**src/rtl/rrtst_pkg.sv**
```systemverilog
// shared constants for the round-robin task slot table
package rrtst_pkg;

    localparam int NUM_SLOTS_DEF = 16;

    localparam int MODE_W   = 2;
    localparam int SLOT_W   = 4;
    localparam int HANDLE_W = 32;
    localparam int STATUS_W = 3;

    localparam logic [MODE_W-1:0] MODE_ADD    = 2'd0;
    localparam logic [MODE_W-1:0] MODE_KILL   = 2'd1;
    localparam logic [MODE_W-1:0] MODE_SWITCH = 2'd2;
    localparam logic [MODE_W-1:0] MODE_INIT   = 2'd3;

    localparam logic [STATUS_W-1:0] ST_OK    = 3'd0;
    localparam logic [STATUS_W-1:0] ST_RANGE = 3'd1;
    localparam logic [STATUS_W-1:0] ST_FREE  = 3'd2;
    localparam logic [STATUS_W-1:0] ST_FULL  = 3'd3;
    localparam logic [STATUS_W-1:0] ST_NONE  = 3'd4;

    localparam logic [HANDLE_W-1:0] IDLE_ENTRY_RST = 32'd1;

endpackage

```
**src/rtl/rrtst_ram.sv**
```systemverilog
// generic single write port ram with registered read
module rrtst_ram #(
    parameter int WIDTH = 64,
    parameter int DEPTH = rrtst_pkg::NUM_SLOTS_DEF
) (
    input  logic                     i_clk,
    input  logic                     i_we,
    input  logic [$clog2(DEPTH)-1:0] i_waddr,
    input  logic [WIDTH-1:0]         i_wdata,
    input  logic [$clog2(DEPTH)-1:0] i_raddr,
    output logic [WIDTH-1:0]         o_rdata
);

    logic [WIDTH-1:0] r_mem [DEPTH];
    logic [WIDTH-1:0] r_rdata;

    always_ff @(posedge i_clk) begin
        if (i_we) begin
            r_mem[i_waddr] <= i_wdata;
        end
        r_rdata <= r_mem[i_raddr];
    end

    assign o_rdata = r_rdata;

endmodule

```
**src/rtl/round_robin_task_slot_table.sv**
```systemverilog
// round-robin task slot table: add, kill, switch and init over a slot scan
//
//  channel   ports                                          transfer
//  command   i_start, o_busy, i_mode, i_slot_id,            i_start & !o_busy
//            i_entry_handle, i_arg_handle
//  result    o_done, o_status, o_slot, o_switched,          o_done
//            o_run_entry, o_run_arg
//  config    i_idle_entry_we, i_idle_entry                  i_idle_entry_we
//
//  add tests one slot per cycle from slot 0 until a free slot or the last slot
//  switch tests one slot per cycle round-robin over slots 1 to NUM_SLOTS-1
//  kill and init go straight to the result; o_done comes in the cycle after the transfer
//  o_busy is high from the transfer until the o_done cycle ends
//  reset and init clear the slot valid bits, so no clearing pass is needed
//  the receiver cannot stall; each result is held for one cycle only
module round_robin_task_slot_table #(
    parameter int NUM_SLOTS = rrtst_pkg::NUM_SLOTS_DEF
) (
    input  logic                             i_clk,
    input  logic                             i_rst_n,
    input  logic                             i_start,
    output logic                             o_busy,
    input  logic [rrtst_pkg::MODE_W-1:0]     i_mode,
    input  logic [rrtst_pkg::SLOT_W-1:0]     i_slot_id,
    input  logic [rrtst_pkg::HANDLE_W-1:0]   i_entry_handle,
    input  logic [rrtst_pkg::HANDLE_W-1:0]   i_arg_handle,
    input  logic                             i_idle_entry_we,
    input  logic [rrtst_pkg::HANDLE_W-1:0]   i_idle_entry,
    output logic                             o_done,
    output logic [rrtst_pkg::STATUS_W-1:0]   o_status,
    output logic [rrtst_pkg::SLOT_W-1:0]     o_slot,
    output logic                             o_switched,
    output logic [rrtst_pkg::HANDLE_W-1:0]   o_run_entry,
    output logic [rrtst_pkg::HANDLE_W-1:0]   o_run_arg
);

    localparam int IW = $clog2(NUM_SLOTS);
    localparam int CW = (IW > rrtst_pkg::SLOT_W) ? IW + 1 : rrtst_pkg::SLOT_W + 1;
    localparam int HW = rrtst_pkg::HANDLE_W;
    localparam logic [IW-1:0] LAST_IDX = IW'(NUM_SLOTS - 1);
    localparam logic [IW-1:0] SCAN_END = IW'(NUM_SLOTS - 2);

    typedef enum logic [2:0] {
        S_IDLE = 3'b001,
        S_SCAN = 3'b010,
        S_RESP = 3'b100
    } t_state;

    t_state                          r_state, n_state;
    logic [rrtst_pkg::MODE_W-1:0]    r_mode, n_mode;
    logic [HW-1:0]                   r_ent, n_ent;
    logic [HW-1:0]                   r_arg, n_arg;
    logic [IW-1:0]                   r_idx, n_idx;
    logic [IW-1:0]                   r_cnt, n_cnt;
    logic [IW-1:0]                   r_cur, n_cur;
    logic [IW-1:0]                   r_slot, n_slot;
    logic [NUM_SLOTS-1:0]            r_occ, n_occ;
    logic [NUM_SLOTS-1:0]            r_valid, n_valid;
    logic [HW-1:0]                   r_idle_entry, n_idle_entry;
    logic [HW-1:0]                   r_idle_snap, n_idle_snap;
    logic [rrtst_pkg::STATUS_W-1:0]  r_status, n_status;
    logic [rrtst_pkg::SLOT_W-1:0]    r_out_slot, n_out_slot;
    logic                            r_sw, n_sw;
    logic                            r_is_sw, n_is_sw;

    logic                            w_we;
    logic [IW-1:0]                   w_waddr;
    logic [2*HW-1:0]                 w_wdata;
    logic [2*HW-1:0]                 w_rdata;
    logic [IW-1:0]                   w_sid_idx;
    logic                            w_sid_range;
    logic [IW-1:0]                   w_found_slot;
    logic                            w_found;
    logic [HW-1:0]                   w_rd_entry;
    logic [HW-1:0]                   w_rd_arg;

    function automatic logic [IW-1:0] f_next(input logic [IW-1:0] j);
        logic [IW-1:0] res;
        if (j == '0 || j == LAST_IDX) begin
            res = IW'(1);
        end else begin
            res = j + IW'(1);
        end
        return res;
    endfunction

    assign w_sid_idx    = IW'(i_slot_id);
    assign w_sid_range  = CW'(i_slot_id) >= CW'(NUM_SLOTS);
    assign w_found      = r_occ[r_idx];
    assign w_found_slot = w_found ? r_idx : '0;

    always_comb begin
        n_state      = r_state;
        n_mode       = r_mode;
        n_ent        = r_ent;
        n_arg        = r_arg;
        n_idx        = r_idx;
        n_cnt        = r_cnt;
        n_cur        = r_cur;
        n_slot       = r_slot;
        n_occ        = r_occ;
        n_valid      = r_valid;
        n_idle_entry = i_idle_entry_we ? i_idle_entry : r_idle_entry;
        n_idle_snap  = r_idle_snap;
        n_status     = r_status;
        n_out_slot   = r_out_slot;
        n_sw         = r_sw;
        n_is_sw      = r_is_sw;
        w_we         = 1'b0;
        w_waddr      = r_idx;
        w_wdata      = {r_ent, r_arg};

        case (r_state)
            S_IDLE: begin
                if (i_start) begin
                    n_mode  = i_mode;
                    n_ent   = i_entry_handle;
                    n_arg   = i_arg_handle;
                    n_sw    = 1'b0;
                    n_is_sw = 1'b0;
                    case (i_mode)
                        rrtst_pkg::MODE_ADD: begin
                            n_idx   = '0;
                            n_state = S_SCAN;
                        end
                        rrtst_pkg::MODE_SWITCH: begin
                            n_idx   = f_next(r_cur);
                            n_cnt   = '0;
                            n_state = S_SCAN;
                        end
                        rrtst_pkg::MODE_KILL: begin
                            n_out_slot = i_slot_id;
                            n_state    = S_RESP;
                            if (w_sid_range) begin
                                n_status = rrtst_pkg::ST_RANGE;
                            end else if (!r_occ[w_sid_idx]) begin
                                n_status = rrtst_pkg::ST_FREE;
                            end else begin
                                n_status             = rrtst_pkg::ST_OK;
                                w_we                 = 1'b1;
                                w_waddr              = w_sid_idx;
                                w_wdata              = '0;
                                n_valid[w_sid_idx]   = 1'b1;
                                n_occ[w_sid_idx]     = 1'b0;
                            end
                        end
                        default: begin
                            n_status    = rrtst_pkg::ST_OK;
                            n_out_slot  = '0;
                            n_valid     = '0;
                            n_occ       = '0;
                            n_occ[0]    = (r_idle_entry != '0);
                            n_idle_snap = r_idle_entry;
                            n_cur       = '0;
                            n_state     = S_RESP;
                        end
                    endcase
                end
            end
            S_SCAN: begin
                if (r_mode == rrtst_pkg::MODE_ADD) begin
                    // lowest free slot
                    if (!r_occ[r_idx]) begin
                        w_we           = 1'b1;
                        n_valid[r_idx] = 1'b1;
                        n_occ[r_idx]   = (r_ent != '0);
                        n_status       = rrtst_pkg::ST_OK;
                        n_out_slot     = rrtst_pkg::SLOT_W'(r_idx);
                        n_state        = S_RESP;
                    end else if (r_idx == LAST_IDX) begin
                        n_status   = rrtst_pkg::ST_FULL;
                        n_out_slot = '0;
                        n_state    = S_RESP;
                    end else begin
                        n_idx = r_idx + IW'(1);
                    end
                end else begin
                    // round-robin over slots 1 to NUM_SLOTS-1, idle slot 0 as fallback
                    if (w_found || r_cnt == SCAN_END) begin
                        n_status   = w_found ? rrtst_pkg::ST_OK : rrtst_pkg::ST_NONE;
                        n_sw       = (w_found_slot != r_cur);
                        n_cur      = w_found_slot;
                        n_slot     = w_found_slot;
                        n_out_slot = rrtst_pkg::SLOT_W'(w_found_slot);
                        n_is_sw    = 1'b1;
                        n_state    = S_RESP;
                    end else begin
                        n_idx = f_next(r_idx);
                        n_cnt = r_cnt + IW'(1);
                    end
                end
            end
            S_RESP: begin
                n_state = S_IDLE;
            end
            default: begin
                n_state = S_IDLE;
            end
        endcase
    end

    always_ff @(posedge i_clk) begin
        if (!i_rst_n) begin
            r_state      <= S_IDLE;
            r_cur        <= '0;
            r_slot       <= '0;
            r_occ        <= NUM_SLOTS'(1);
            r_valid      <= '0;
            r_idle_entry <= rrtst_pkg::IDLE_ENTRY_RST;
            r_idle_snap  <= rrtst_pkg::IDLE_ENTRY_RST;
            r_sw         <= 1'b0;
            r_is_sw      <= 1'b0;
        end else begin
            r_state      <= n_state;
            r_cur        <= n_cur;
            r_slot       <= n_slot;
            r_occ        <= n_occ;
            r_valid      <= n_valid;
            r_idle_entry <= n_idle_entry;
            r_idle_snap  <= n_idle_snap;
            r_sw         <= n_sw;
            r_is_sw      <= n_is_sw;
        end
    end

    always_ff @(posedge i_clk) begin
        r_mode     <= n_mode;
        r_ent      <= n_ent;
        r_arg      <= n_arg;
        r_idx      <= n_idx;
        r_cnt      <= n_cnt;
        r_status   <= n_status;
        r_out_slot <= n_out_slot;
    end

    // read port follows the next current slot, so read data matches r_slot
    rrtst_ram #(
        .WIDTH (2 * HW),
        .DEPTH (NUM_SLOTS)
    ) u_store (
        .i_clk   (i_clk),
        .i_we    (w_we),
        .i_waddr (w_waddr),
        .i_wdata (w_wdata),
        .i_raddr (n_slot),
        .o_rdata (w_rdata)
    );

    // slots never written since init read as their init contents
    always_comb begin
        if (r_valid[r_slot]) begin
            w_rd_entry = w_rdata[2*HW-1:HW];
            w_rd_arg   = w_rdata[HW-1:0];
        end else begin
            w_rd_entry = (r_slot == '0) ? r_idle_snap : '0;
            w_rd_arg   = '0;
        end
    end

    assign o_busy      = (r_state != S_IDLE);
    assign o_done      = (r_state == S_RESP);
    assign o_status    = r_status;
    assign o_slot      = r_out_slot;
    assign o_switched  = r_is_sw & r_sw;
    assign o_run_entry = r_is_sw ? w_rd_entry : '0;
    assign o_run_arg   = r_is_sw ? w_rd_arg : '0;

endmodule

```
**config.mk**
```make
export PLATFORM = sky130hd
export DESIGN_NAME = round_robin_task_slot_table
export DESIGN_NICKNAME = d
export VERILOG_FILES = /design/src/rtl/rrtst_pkg.sv /design/src/rtl/rrtst_ram.sv /design/src/rtl/round_robin_task_slot_table.sv
export SDC_FILE = /design/constraint.sdc
export NUM_CORES = 2
export LEC_CHECK = 0
export CAP_MARGIN = 40
export CORE_MARGIN = 5
export CORE_UTILIZATION = 65
export DETAILED_ROUTE_END_ITERATION = 6
export DONT_BUFFER_PORTS = 1
export PLACE_DENSITY = 0.92
export SYNTH_ARGS = -nofsm -noshare
export SYNTH_HDL_FRONTEND = slang
export SYNTH_HIERARCHICAL = 1
export SYNTH_SLANG_ARGS = --single-unit
export TNS_END_PERCENT = 50
```
**constraint.sdc**
```tcl
create_clock -name i_clk -period 11.4 [get_ports i_clk]
set_input_delay 0.57 -clock i_clk [delete_from_list [all_inputs] [get_ports i_clk]]
set_output_delay 0.57 -clock i_clk [all_outputs]
set_load 0.1 [all_outputs]
```
After elaboration in Yosys (flattened, before gate mapping). Memories as Yosys holds them, arrays and structs flattened. A register that Yosys moved wholly into a read port is not among the register bits. Cells that the tools add are included.

Flip-flop bits (word level): 190. ROM bits: 0. Word-level logic and storage cells: 177. Bits in writable memories: 1024. Latch bits: 0. Memories kept: 1. Output and inout bits: 74.

Shift operators: 0. Eq/ne operators: 26. Add/sub/neg operators: 3. Divide/modulo/power cells: 0. Muxes and demuxes: 96. Multipliers: 0. Bitwise operators: 6. Reductions and logical operators: 24. Order comparisons: 5.

Memories: u_store.r_mem (words 16, width 64, rd ports 1, clocked after Yosys merged registers in 1, write ports 1, RTL line rrtst_ram.sv:14) `logic [WIDTH-1:0] r_mem [DEPTH];`.

Operators with widths (count): two-way mux 64 bit (4); two-way mux 32 bit (5); two-way mux 16 bit (8); one-hot mux 16 bit (2 select lines) (4); two-way mux 4 bit (27); nonzero test 32 bit (2); one-hot mux 4 bit (2 select lines) (6); two-way mux 3 bit (12); OR 16 bit (2); one-hot mux 3 bit (2 select lines) (3); two-way mux 1 bit (17); AND 16 bit (1); bitwise mux 16 bit (1); inequality test 2 bit (second input constant) (8); NOT 16 bit (1); < comparator 4 x 5 -> 1 bit (second input constant) (3); inequality test 3 bit (second input constant) (5); AND reduction 5 bit (3); adder 4 x 1 -> 4 bit (second input constant) (3); binary-select mux 1 bit (select 4 bit) (3); equality test 4 bit (second input constant) (3); zero test 4 bit (3); AND reduction 6 bit (2); demux 1 bit (select 4 bit) (2); other kinds (23) (32).

Longest topological paths before layout.
Depth after elaboration: 10. Gate-level depth with buffers: 12.

By module. The synthesis kept the hierarchy.

Modules (own cells, without submodules): rrtst_ram (instances 1, cells each 1647, area each 39581.7 um2, seq. area each 32030.7 um2); round_robin_task_slot_table (instances 1, cells each 895, area each 9123.8 um2, seq. area each 4614.4 um2).

Least setup slack after synthesis. OpenSTA, ideal clock, no wires.

Kind: input port to flip-flop. From: input i_slot_id[0] in the netlist's numbering. To: memory u_store.r_mem[0][0], enable pin. Stages on the path: 9. Buffers on the path: 2. Setup slack: 3.591 ns. Data arrival time: 7.244 ns. Required time: 10.835 ns. Path through: mux4_1 mux2_2 o21ai_0 or3_1 clkbuf_1 buf_2 mux2_2 or3b_2 nor3_1.

Elaborated cells between the ends (all ways): 12. Classes of those cells: mux (12).

RTL lines: start, declared (RTL line round_robin_task_slot_table.sv:24) `input logic [rrtst_pkg::SLOT_W-1:0] i_slot_id,`; binary-select mux 1 bit (select 4 bit) (RTL line round_robin_task_slot_table.sv:136) `end else if (!r_occ[w_sid_idx]) begin`; two-way mux 1 bit (implied by the code) (RTL line round_robin_task_slot_table.sv:136); two-way mux 4 bit (RTL line round_robin_task_slot_table.sv:136); two-way mux 4 bit (RTL line round_robin_task_slot_table.sv:121) `case (i_mode)`; two-way mux 4 bit (RTL line round_robin_task_slot_table.sv:115) `if (i_start) begin`; two-way mux 4 bit (RTL line round_robin_task_slot_table.sv:113) `case (r_state)`; net w_waddr[2] (RTL line round_robin_task_slot_table.sv:67) `logic [IW-1:0] w_waddr;`; end, declared (RTL line rrtst_ram.sv:14).

The timed path passes the listed nets, and every way through them passes these cells. The select of a mux whose other input is x is not followed.

Worst setup path in the final report.
From: register r_idx[0]. To: memory u_store.r_mem[5][17], enable pin.

Cells in the longest elaborated chain, start to end: 7. Elaborated cells between the ends (all ways): 11. Classes of those cells: mux (11).

Ends and longest elaborated chain: start, declared (RTL line round_robin_task_slot_table.sv:53) `logic [IW-1:0] r_idx, n_idx;`; start signal, assigned (RTL line round_robin_task_slot_table.sv:230) `r_idx <= n_idx;`; binary-select mux 1 bit (select 4 bit) (RTL line round_robin_task_slot_table.sv:163) `if (!r_occ[r_idx]) begin`; two-way mux 1 bit (implied by the code) (RTL line round_robin_task_slot_table.sv:163); two-way mux 1 bit (RTL line round_robin_task_slot_table.sv:163); two-way mux 1 bit (RTL line round_robin_task_slot_table.sv:161) `if (r_mode == rrtst_pkg::MODE_ADD) begin`; one-hot mux 1 bit (2 select lines) (RTL line round_robin_task_slot_table.sv:113); net w_we (RTL line round_robin_task_slot_table.sv:66) `logic w_we;`; two-way mux 1 bit (RTL line rrtst_ram.sv:18) `if (i_we) begin`; two-way mux 1 bit (implied by the code) (RTL line rrtst_ram.sv:19) `r_mem[i_waddr] <= i_wdata;`.

The timed path passes the listed nets, and every way through them passes these cells. The select of a mux whose other input is x is not followed.

==> metrics list <==
* Ports: 180
- Number of library cell types mapped by synthesis: 64
- Among cell families on the critical path, the largest total delay comes from simple AND/OR/NAND/NOR gates.
- # nets final: between 2k and 3k
* Per-instance average area after synthesis: 19.2 um2
- In this run the power density over the cells is 170 nW/um2.
* Fraction of power spent switching nets: around 21%
- Hold-fix buffers at CTS: 69
- Peak Freq: ~0.18 GHz
- The worst path uses between 40 and 50% of the clock period.
- Worst setup EP type: register
- Data on the critical path arrives at its endpoint at 5.91 ns.
- Peak fanout along the critical path: 44
- By area, the combinational part of the netlist is dominated by multiplexers.
* Number of inserted filler cells in the final layout: roughly 3.6k
- Switching Power: between 2 and 2.5 mW
* Ys async rst share: 0%
- Post-synthesis instance area: just under 50000 um2
- For this configuration, the core starts out at a cell density of between 60% and 70%.
- Die Height: between 200 and 300 um
* Routed vias: 27.8k
- Slowest library cell on the worst path: sky130_fd_sc_hd__edfxtp_1
* Setup Skew: around 0.034 ns
- Setup violations remaining at the end of the flow were counted as 0.
* Total GRT Usage: between 30% and 40%
- Post-synthesis sequential area ratio: approximately three quarters
- Counting every instance in the synthesized netlist gives between 2k and 3k.
- Post-synthesis net count: about 2.7k
- The first routing iteration left approximately 4.8k violations.
- Of the cells placed in the final design, the portion with a size suffix greater than 1 is around 22%.
- The first global-routing pass estimated 198000 um of wire.
- Count of flip-flops with a built-in enable after synthesis: roughly 1.1k
- Proportion of synthesized area in mux cells: 13.3%
* Number of post-CTS setup repair buffers: 0
- Final hold slack: 0.0278 ns
* Share of total power in sequential cells: between 50 and 60%
- Simple-Gate Fraction of Synth Area: around 4.2%
* Transition time of the tightest slew-check pin: 1.16 ns
- Synthesis inferred around 1.3k register bits.
- The synthesized netlist devotes 5.19% of its cell area to compound gates.
* Number of remaining DRC errors: 0
- After Yosys synthesis, XOR and XNOR cells account for less than 1% of the synthesized area.
- Per report_power, the combinational group accounts for slightly below 4% of the total.
- The worst setup path is launched from a register.
- In the global route stage, met3 resource usage came out at 7.49%.
- Total congestion overflow after global routing: 0
* Initial antenna violation count: 4
- The layer flagged by global routing as most heavily used is met2.
- Core area: ~74000 um2
* Max-slew violations: 0
* CTS resizes: 0
* Time the worst path needs with I/O delays and setup: ~5.6 ns
- Static leakage: approximately 18 nW
- Result of the run: complete, no violations
- Global routing used roughly 57% of the available met2 tracks.
- Detailed placement ended at an HPWL of 68800 um.
* Insertion delay of the later-clocked pin in the worst-skew pair: 0.70 ns
- The clock network is responsible for 41.1% of the overall power.
* Final wirelength: around 140000 um
* Total Die Area: 80500 um2
- The library cell used most frequently in the layout, excluding fill and tap cells, is sky130_fd_sc_hd__edfxtp_1.
- Clock-pin slew was measured on the worst setup and hold paths at ~0.070 ns.
- In the final routed layout, each cell accounts on average for approximately 36 um.
- The most used flip-flop cell after synthesis is sky130_fd_sc_hd__edfxtp_1.
* IO Port Bufs: 0
- Crit path largest cell delay: ~0.87 ns
- Compared with the post-synthesis result, the final layout area differs by 15.1%.
- Maximum resistive drop on vdd: about 0.17 mV
- Measured along the x axis, the die boundary spans approximately 280 um.
- Walking the worst path, the cells encountered are mux4_2 > mux2i_2 > o22ai_1 > o21ai_0 > nand3b_1 > nor2_4 > buf_4.
- At the worst endpoint, the required time is 11.70 ns.
- Max Root-Sink Buffers: 3
- Final Core Density: around three quarters
* Total Negative Setup Slacks: 0 ns
- TritonCTS clock tree: yes
- DR pass1 iterations: 7
* Routability congestion estimate from global placement: just under 0.9
- The via count of the first global-routing pass is 28.4k.
- Max cap viols: 0
- Entering global routing, the biggest net connects 190 pins.
* Ys Warns: 6
* Inserted Clock Buffers: about 120
* Commonest non-fill, non-tap cells in the layout: 1105 x sky130_fd_sc_hd__edfxtp_1, 265 x sky130_fd_sc_hd__mux4_2, 173 x sky130_fd_sc_hd__dfxtp_1
- Antenna Nets Post-Route: 0
* Total count of hold-check failures in the final report: 0
* Clock root buffer master: sky130_fd_sc_hd__clkbuf_16
- The synthesized netlist devotes 0.206% of its cell area to adder and majority cells.
- Floorplan row count: 100
- Met1 global-route usage: between 40% and 50%
* Number of buffer and inverter stages on the critical path: 1
* Vias per inst: between 7 and 8
- The internal power of the cells totals between 7 and 8 mW.
- The critical path is of the register to register type.
* H-tree Lvls: 3
- Hold WC Path Type: input pin to register
- RSZ-0062 raised after global routing: false
- The worst pin sits at a relative slew slack of a little under a quarter.
- Sinks on Clock Net: 1278
## cell families after synthesis
| group | after synthesis |
|---|---|
| AOI/OAI and AO/OA | 333 |
| muxes | 310 |
| and+or+nand+nor | 430 |
| buffers and inverters | 172 |
| adders and majority gates | 8 |
| DFF | 1278 |
| xor gates and xnor gates | 11 |
## registers in the layout, indices dropped and copies added (netlist names), 16 cells and up
register         count
u_store/r_mem     1024
r_arg               32
r_ent               32
r_idle_entry        32
r_occ               16
r_valid             16
u_store/o_rdata     64
r_idle_snap         32
## layer usage
metal  part of all wire (%)  routed length [um]
met5                  0.016                  22
met4                    5.7                7810
met3                     12               16200
met2                     51               69000
met1                     32               43400
## final timing paths
path | startpoint | end | slack [ns] | cells after the start
min | i_rst_n | r_occ[11] | 0.03 | 1
min reg2reg | r_idle_snap[11] | r_idle_snap[11] | 0.46 | 2
max reg2reg | r_idx[0] | u_store/r_mem[5][17] | 5.79 | 7
max | r_idx[0] | u_store/r_mem[5][17] | 5.79 | 7
## power by group through the flow
stage	Combinational, mW	Clock [mW]	Sequential (mW)
after floorplan	0.221	0	5.33
after detailed placement	0.329	0	5.34
after CTS	0.360	3.94	5.25
after global routing	0.395	4.16	5.25
after global placement	0.274	0	5.35
final	0.377	3.93	5.25
## through the flow
stage / std cells / setup WS [ns] / area (um2) / power, mW
2_1_floorplan: 2542 / 3.59 / 48700 / 5.55
3_3_place_gp: 3397 / 5.93 / 49700 / 5.62
3_5_place_dp: 3479 / 5.96 / 51600 / 5.67
4_1_cts: 3767 / 6.10 / 56000 / 9.55
5_1_grt: 3768 / 5.72 / 56100 / 9.80
6_report: 3770 / 5.79 / 56100 / 9.56
## worst reg2reg max path, delay by kind of cell (launching register included)
family | cells | cell delay [ns]
DFF | 1 | 0.87
muxes | 2 | 0.98
buffers and inverters | 1 | 0.85
and+or+nand+nor | 2 | 1.40
AOI/OAI and AO/OA | 2 | 1.09
## synth_stat cells (14+ instances only)
cell | count | area [um2]
sky130_fd_sc_hd__edfxtp_1 | 1105 | 33200
sky130_fd_sc_hd__mux4_2 | 265 | 5970
sky130_fd_sc_hd__dfxtp_1 | 173 | 3460
sky130_fd_sc_hd__nand2_1 | 154 | 578
sky130_fd_sc_hd__a22oi_1 | 131 | 983
sky130_fd_sc_hd__and2_1 | 102 | 638
sky130_fd_sc_hd__nor2_1 | 96 | 360
sky130_fd_sc_hd__clkbuf_1 | 87 | 327
sky130_fd_sc_hd__a21oi_1 | 68 | 340
sky130_fd_sc_hd__a22o_1 | 38 | 333
sky130_fd_sc_hd__mux2i_1 | 36 | 360
sky130_fd_sc_hd__buf_1 | 23 | 86.3
sky130_fd_sc_hd__nand3_1 | 21 | 105
sky130_fd_sc_hd__o221a_2 | 21 | 236
sky130_fd_sc_hd__buf_2 | 18 | 90.1
sky130_fd_sc_hd__inv_1 | 17 | 63.8
sky130_fd_sc_hd__buf_6 | 16 | 180
sky130_fd_sc_hd__nor4_1 | 16 | 100
sky130_fd_sc_hd__a31oi_1 | 14 | 87.6
## cell type report
| type | instances | area, um2 | area share [%] |
|---|---|---|---|
| antenna | 2 | 5.00 | 0.00892 |
| clock buffer | 171 | 3310 | 5.91 |
| clock inverter | 48 | 484 | 0.863 |
| inverter | 18 | 68.8 | 0.123 |
| multi-input combinational | 1092 | 11400 | 20.4 |
| sequential | 1278 | 36600 | 65.3 |
| tap | 969 | 1210 | 2.16 |
| timing repair buffer | 192 | 2940 | 5.23 |
No activity file was read; power rests on OpenSTA's default activity.
